==> src/design/ccsec_pkg.sv <==
// shared constants, types and codes for the cyclic code single error corrector
// no dependencies
package ccsec_pkg;

  localparam int DATA_W      = 64;
  localparam int SYN_W       = 63;
  localparam int POS_W       = 6;
  localparam int LEN_W       = 7;
  localparam int CFG_IDX_W   = 2;
  localparam int MAX_LEN_DEF = 64;

  localparam logic [LEN_W-1:0]  CODE_LENGTH_RST = 7'd7;
  localparam logic [DATA_W-1:0] GEN_POLY_RST    = 64'd11;

  localparam logic [CFG_IDX_W-1:0] REG_CODE_LENGTH = 2'd0;
  localparam logic [CFG_IDX_W-1:0] REG_GEN_POLY    = 2'd1;

  typedef enum logic [1:0] {
    ST_CLEAN,
    ST_CORRECTED,
    ST_UNCORRECTABLE,
    ST_INVALID
  } status_t;

  typedef enum logic [1:0] {
    SEQ_DEG,
    SEQ_DIV,
    SEQ_DONE
  } seq_state_t;

  typedef struct packed {
    logic done;
    logic ok;
  } derive_stat_t;

endpackage

==> src/design/ccsec_derive.sv <==
// derives degree, check polynomial and masks from the code configuration
// one bit per cycle; depends on ccsec_pkg
module ccsec_derive #(
  parameter int MAX_LEN = ccsec_pkg::MAX_LEN_DEF
) (
  input  logic                             clk,
  input  logic                             rst,
  input  logic                             restart,
  input  logic [ccsec_pkg::LEN_W-1:0]      code_length,
  input  logic [ccsec_pkg::DATA_W-1:0]     generator_poly,
  output ccsec_pkg::derive_stat_t          stat,
  output logic [MAX_LEN-1:0]               check_poly,
  output logic [MAX_LEN-2:0]               row_mask,
  output logic [MAX_LEN-1:0]               word_mask
);

  localparam int W = MAX_LEN;
  localparam int DW = ccsec_pkg::DATA_W;
  localparam int LW = ccsec_pkg::LEN_W;
  localparam int PW = ccsec_pkg::POS_W;

  ccsec_pkg::seq_state_t state, state_next;
  logic [LW-1:0] cnt, cnt_next;
  logic [PW-1:0] deg, deg_next;
  logic          seen, seen_next;
  logic [DW-1:0] rem, rem_next;
  logic [W-1:0]  quo, quo_next;
  logic          ok;
  logic [DW-1:0] rem_s;
  logic          in_bit;

  always_comb begin
    state_next = state;
    unique case (state)
      ccsec_pkg::SEQ_DEG: begin
        if (cnt == LW'(DW - 1)) state_next = ccsec_pkg::SEQ_DIV;
      end
      ccsec_pkg::SEQ_DIV: begin
        if (cnt == '0) state_next = ccsec_pkg::SEQ_DONE;
      end
      ccsec_pkg::SEQ_DONE: begin
        state_next = ccsec_pkg::SEQ_DONE;
      end
      default: begin
        state_next = ccsec_pkg::SEQ_DEG;
      end
    endcase
    if (restart) state_next = ccsec_pkg::SEQ_DEG;
  end

  always_comb begin
    cnt_next  = cnt;
    deg_next  = deg;
    seen_next = seen;
    rem_next  = rem;
    quo_next  = quo;
    in_bit    = (cnt == code_length) || (cnt == '0);
    rem_s     = {rem[DW-2:0], in_bit};
    unique case (state)
      ccsec_pkg::SEQ_DEG: begin
        cnt_next = cnt + 1'b1;
        if (generator_poly[cnt[PW-1:0]]) begin
          deg_next  = cnt[PW-1:0];
          seen_next = 1'b1;
        end
        if (cnt == LW'(DW - 1)) begin
          cnt_next = code_length;
          rem_next = '0;
          quo_next = '0;
        end
      end
      ccsec_pkg::SEQ_DIV: begin
        cnt_next = cnt - 1'b1;
        if (rem_s[deg]) begin
          rem_next = rem_s ^ generator_poly;
          for (int j = 0; j < W; j++) begin
            if (cnt == LW'(j)) quo_next[j] = 1'b1;
          end
        end else begin
          rem_next = rem_s;
        end
      end
      ccsec_pkg::SEQ_DONE: begin
        cnt_next = cnt;
      end
      default: begin
        cnt_next = cnt;
      end
    endcase
    if (restart) begin
      cnt_next  = '0;
      deg_next  = '0;
      seen_next = 1'b0;
    end
  end

  always_ff @(posedge clk) begin
    if (rst) begin
      state <= ccsec_pkg::SEQ_DEG;
      cnt   <= '0;
      deg   <= '0;
      seen  <= 1'b0;
    end else begin
      state <= state_next;
      cnt   <= cnt_next;
      deg   <= deg_next;
      seen  <= seen_next;
    end
  end

  always_ff @(posedge clk) begin
    rem <= rem_next;
    quo <= quo_next;
    ok  <= (code_length >= LW'(2)) && (code_length <= LW'(MAX_LEN)) && seen
           && ({1'b0, deg} < code_length) && (rem == '0);
    for (int r = 0; r < W - 1; r++) begin
      row_mask[r] <= (deg > PW'(r));
    end
    for (int j = 0; j < W; j++) begin
      word_mask[j] <= (code_length > LW'(j));
    end
  end

  assign check_poly = quo;
  assign stat.done  = (state == ccsec_pkg::SEQ_DONE);
  assign stat.ok    = ok;

endmodule
==> config.mk <==
export PLATFORM = sky130hd
export DESIGN_NAME = ccsec_derive
export DESIGN_NICKNAME = d
export VERILOG_FILES = /design/src/design/ccsec_pkg.sv /design/src/design/ccsec_derive.sv
export SDC_FILE = /design/constraint.sdc
export NUM_CORES = 1
export LEC_CHECK = 0
export BUFFER_PORTS_ARGS = -buffer_cell sky130_fd_sc_hd__buf_2
export CORE_ASPECT_RATIO = 0.9
export CORE_MARGIN = 1.5
export CORE_UTILIZATION = 59
export CTS_BUF_LIST = sky130_fd_sc_hd__clkbuf_4 sky130_fd_sc_hd__clkbuf_8 sky130_fd_sc_hd__clkbuf_16
export CTS_CLUSTER_DIAMETER = 60
export DETAILED_ROUTE_END_ITERATION = 8
export PLACE_DENSITY = 0.86
export SLEW_MARGIN = 10
export SYNTH_ARGS = -nofsm -noshare
export SYNTH_HDL_FRONTEND = slang
export SYNTH_SLANG_ARGS = --single-unit
==> constraint.sdc <==
create_clock -name clk -period 11.56 [get_ports clk]
set_input_delay 1.734 -clock clk [delete_from_list [all_inputs] [get_ports clk]]
set_output_delay 1.734 -clock clk [all_outputs]
set_load 0.01 [all_outputs]
# ---- Word level (Yosys, flattened, before mapping)
# Index checks and enable logic that the tools add are counted.
dict set report totals {
  output_inout_bits 193
  wordCells 494
  reg_bits 272
}
dict set report classes {
  bitwise_logic 1
  n_reduce_logical 77
  order_cmp 132
  eq_ne 132
  add_sub_neg 2
  muxes 78
}
# operator n
set ops {}
lappend ops {{case mux 64 bit (2 select lines)} 2}
lappend ops {{AND reduction 4 bit} 64}
lappend ops {{equality test 7 x 6 -> 1 bit, second input constant} 32}
lappend ops {{> comparator 7 x 6 -> 1 bit, second input constant} 32}
lappend ops {{2-to-1 mux 64 bit} 3}
lappend ops {{> comparator 6 bit, second input constant} 31}
lappend ops {{!= test 2 bit, second input constant} 66}
lappend ops {{equality test 7 x 5 -> 1 bit, second input constant} 16}
lappend ops {{> comparator 7 x 5 -> 1 bit, second input constant} 16}
lappend ops {{> comparator 6 x 5 -> 1 bit, second input constant} 16}
lappend ops {{2-to-1 mux 1 bit} 66}
lappend ops {{logical NOT 64 bit} 1}
lappend ops {{XOR 64 bit} 1}
lappend ops {{equality test 7 x 4 -> 1 bit, second input constant} 8}
lappend ops {{> comparator 7 x 4 -> 1 bit, second input constant} 8}
lappend ops {{> comparator 6 x 4 -> 1 bit, second input constant} 8}
lappend ops {{equality test 7 x 3 -> 1 bit, second input constant} 4}
lappend ops {{> comparator 7 x 3 -> 1 bit, second input constant} 4}
lappend ops {{> comparator 6 x 3 -> 1 bit, second input constant} 4}
lappend ops {{equality test 7 x 2 -> 1 bit, second input constant} 2}
lappend ops {{> comparator 7 x 1 -> 1 bit, second input constant} 2}
lappend ops {{> comparator 7 x 2 -> 1 bit, second input constant} 2}
lappend ops {{< comparator 6 x 7 -> 1 bit, second input constant} 2}
lappend ops {{case mux 7 bit (2 select lines)} 1}
lappend ops {{other kinds (22)} 31}

# ---- Logic depth before layout (Yosys ltp)
dict set report depth {
  word_depth 6
  depth_mapped 12
  ltp_nobuf 8
}

# ---- Worst setup path before layout
# Ideal clock, no wire load.
dict set report synth_path {
  path_kind {reg-to-reg}
  startpoint {register state[1]}
  endpoint {register quo[26] (netlist: check_poly[26]) (enable)}
  slack_ns 7.457
  setup_ns 0.311
  stages_incl_launch_ff 9
  arrival_ns 3.791
  path_buffers 1
  cell_sequence {dfxtp_1 -> inv_1 -> ha_1 -> nand2b_1 -> a21boi_0 -> inv_1 -> nand2_1 -> clkbuf_1 -> o21ai_0}
}
dict set report synth_between {
  elab_chain_len 3
  word_cells_on_any_way 7
  classes_between {4 x eq/ne; 3 x reduce/logical}
}
# item line
set synth_rtl {}
lappend synth_rtl {{start: declaration} ccsec_derive.sv:22} ;# ccsec_pkg::seq_state_t state, state_next;
lappend synth_rtl {{start signal: assignment} ccsec_derive.sv:99} ;# state <= ccsec_pkg::SEQ_DEG;
lappend synth_rtl {{start signal: assignment} ccsec_derive.sv:104} ;# state <= state_next;
lappend synth_rtl {{equality test 2 x 1 -> 1 bit or logical NOT 2 bit (tied branches)} ccsec_derive.sv:59} ;# unique case (state)
lappend synth_rtl {{!= test 2 bit (no line) or nonzero test 2 bit (tied branches)} n/a}
lappend synth_rtl {{AND reduction 4 bit (no line) *} n/a}
lappend synth_rtl {{end signal: assignment} ccsec_derive.sv:113} ;# quo <= quo_next;
lappend synth_rtl {{end: declaration} ccsec_derive.sv:27} ;# logic [W-1:0] quo, quo_next;
# Mark *: on every way between the ends. The rest lies on a longest branch, timed or not.
# A chain may end at the register's enable or synchronous reset.

# ---- Final worst setup path
dict set report layout_path {
  startpoint {register deg[1]}
  endpoint {register quo[31] (netlist: check_poly[31]) (enable)}
}
dict set report layout_between {
  elab_chain_len 4
}
# item line
set layout_rtl {}
lappend layout_rtl {{start: declaration} ccsec_derive.sv:24} ;# logic [PW-1:0] deg, deg_next;
lappend layout_rtl {{start signal: assignment} ccsec_derive.sv:106} ;# deg <= deg_next;
lappend layout_rtl {{binary-select mux 1 bit (select 6 bit)} ccsec_derive.sv:74} ;# if (rem_s[deg]) begin
lappend layout_rtl {{2-to-1 mux 1 bit (not written as such)} ccsec_derive.sv:74}
lappend layout_rtl {{!= test 2 bit (no line)} n/a}
lappend layout_rtl {{AND reduction 4 bit (no line)} n/a}
# Every way passes these cells. The select of a mux whose other input is x is not followed.

==> flow_metrics.tcl <==
set metrics [dict create \
    status "finished clean" \
    synth.area.top_cells "edfxtp_1 31%, dfxtp_1 23%, o21ai_0 6.3%" \
    yosysWarnings 0 \
    dr.max_layer_used "met4" \
    htreeDepth 1 \
    std_cell_rows 49 \
    power.internal_mw 1.60 \
    reg2reg_to "check_poly[31]" \
    min_path_cells 2 \
    synth_top_family_by_area "simple AND/OR/NAND/NOR gates" \
    die_width_um 155 \
    cellPowerDensity_nw_per_um2 141 \
    synth_fa_ha_area_frac 0.0132 \
    min_from "seen" \
    cts_setup_buffers 0 \
    synth-simple-area-share 0.163 \
    maxCapViolCount 0 \
    synth_edf_count 128 \
    async_reset_ff_frac 0 \
    crit_required_ns 11.78 \
    fin_skew_ns 0.0105 \
    fin_crit_ns 4.14 \
    worstHoldEndpoint "seen" \
    avgViaCountPerCell 6.40 \
    core_area_um2 20200 \
    yosysUniqueCellTypes 60 \
    worstSetupPathType "reg -> reg" \
    worst_slew_margin_rel 0.190 \
    synth_top_area_share 0.312 \
    start_util 0.610 \
    antenna_found_initial 1 \
    dpl_cell_area_um2 13700 \
    drive_gt1_frac 0.260 \
    ioPinCount 267 \
    clk_latency_ns 0.55 \
    ir_drop_uv 90.6 \
    cts_resized 0 \
    drc 0 \
    p_sw_frac 0.222 \
    syn_inst 1203 \
    wl_met1_um 13500 \
    synth_area_um2 12300 \
    comb_power_share 0.062 \
    setup_viol 0 \
    crit_path_start_kind "flip-flop" \
    worst_slew_pin_slew_ns 1.22 \
    clkSinkCount 272 \
    arrival_ns 4.37 \
    syn_to_final_growth_pct 18.5 \
    cts_made_buffers 27 \
    drt_pass1_iterations 6 \
    post_drt_wl_per_cell_um 20.6 \
    synth_compound_area_frac 0.160 \
    grt_max_degree 129 \
    dr_wl_met2_um 16000 \
    place_hpwl_um 22900 \
    rr_worst_depth 8 \
    root_buffer "clkbuf_16" \
    drtIter0Drc 1290 \
    synthMuxAreaShare 0.0638 \
    rsz0062_at_grt "false" \
    grt_pass1_vias 9619 \
    synth_xor_area_frac 0.00781 \
    gp_congestion 0.949 \
    finalHoldViolCount 0 \
    overflow 0 \
    ys_ff_latch 272 \
    slew_violations 0 \
    finalCritPeriodShare 0.358 \
    synth_flop_cell "dfxtp_1" \
    yosysTopAreaCell "edfxtp_1" \
    power.leakage_nw 5.84 \
    final_cell_mix "266 x buf_2, 156 x o21ai_0, 143 x dfxtp_1" \
    die_area_um2 21800 \
    syn-num-nets 1290 \
    cts_tree "done" \
    wl_met3_um 4000 \
    hp-class "reg -> reg" \
    holdBufCountCts 0 \
    cts.path.max_buffers 3 \
    r2r_setup_slack_ns 7.42 \
    io_buffers 266 \
    p_sw_mw 0.456 \
    die_height_um 140 \
    p_seq_frac 0.495 \
    num_vias 10800 \
    final_common_cell "buf_2" \
    seq_area_frac_synth 0.545 \
    end_kind "flip-flop" \
    drtAntennaViolNets 0 \
    pwr-share-clk 0.443 \
    clk_pin_slew_ns 0.07 \
    wl_um 34500 \
    layout.nets 1490 \
    grt_first_pass_wirelength_um 52700 \
    timing.rr.start "deg[1]" \
    setup_tns_ns 0 \
    fmax_mhz 241 \
    synth.avg_cell_area_um2 10.3 \
    grtUsageTotal 0.305 \
    worst-path-max-fanout 65 \
    finalInstanceArea_um2 14600 \
]
==> power by group through the flow <==
stage	clock (mW)	combinational (mW)	sequential [mW]
floorplan	0	0.0715	1.04
global placement	0	0.120	1.04
detailed placement	0	0.124	1.04
CTS	0.916	0.125	1.02
global route	0.953	0.137	1.02
finish	0.910	0.127	1.02
==> through the flow <==
step	hold WS, ns	cells	worst slack, ns	utilization	power [mW]
after floorplan	0.432	1203	7.46	-	1.11
after global placement	0.465	1629	7.06	0.675	1.16
after detailed placement	0.471	1629	6.90	0.675	1.16
after CTS	0.489	1679	7.46	0.722	2.06
after global routing	0.520	1680	7.20	0.722	2.11
final	0.495	1680	7.42	0.722	2.05
==> state kept, by name, summed over array words and instances, names as in the netlist <==
signal      flops
check_poly     64
cnt             7
deg             6
ok              1
rem            64
row_mask       63
seen            1
state           2
word_mask      64
==> critical path: stages (launching register included) <==
cell and delay, ns:
dfxtp_1 0.88, buf_4 0.38, mux4_2 0.28, mux2i_1 0.17, a31oi_4 0.22, buf_4 0.59
and3_1 0.31, nand4_1 0.51, o21ai_0 0.46
==> cell usage after synthesis (25+ instances only) <==
| cell type | count |
|---|---|
| nand3_1 | 25 |
| mux2i_1 | 37 |
| nor2_1 | 52 |
| o21bai_1 | 26 |
| o21ai_0 | 156 |
| a21oi_1 | 89 |
| nand2_1 | 81 |
| dfxtp_1 | 144 |
| or3_1 | 64 |
| nand4_1 | 73 |
| edfxtp_1 | 128 |
| clkbuf_1 | 75 |
==> logic make-up (layout without fill, tap and decap cells) <==
kind of cell,count (synthesis),after routing
adders and majority gates,13,13
and+or+nand+nor,377,377
muxes,55,55
AOI/OAI and AO/OA,339,339
other,0,1
xor gates and xnor gates,11,11
DFF,272,272
buffers and inverters,136,357
==> cell type report <==
type	instances	area (um2)
repair buffers	282	1450
multi-input cells	795	5060
inverters	25	93.8
fillers	1437	5620
flip-flops and latches	272	6730
clock buffers	45	907
diodes	1	2.50
clock inverters	5	46.3
well taps	255	319
==> per-layer routing <==
metal	vias to the layer above	track usage
met4	0	0.108
met1	5059	0.435
met3	92	0.0514
li1	4865	-
met2	742	0.474
met5	-	0
==> how the worst max path moves through the flow <==
stage              startpoint             end  slack (ns)  cells after the start
2_1_floorplan        state[1]  check_poly[26]        7.46                      8
3_3_place_gp   code_length[6]          rem[0]        7.06                      8
3_5_place_dp   code_length[6]  check_poly[31]        6.90                      7
4_1_cts                deg[1]  check_poly[31]        7.46                      8
5_1_grt                deg[1]  check_poly[31]        7.20                      8
6_report               deg[1]  check_poly[31]        7.42                      8
(Power assumes the default switching activity.)
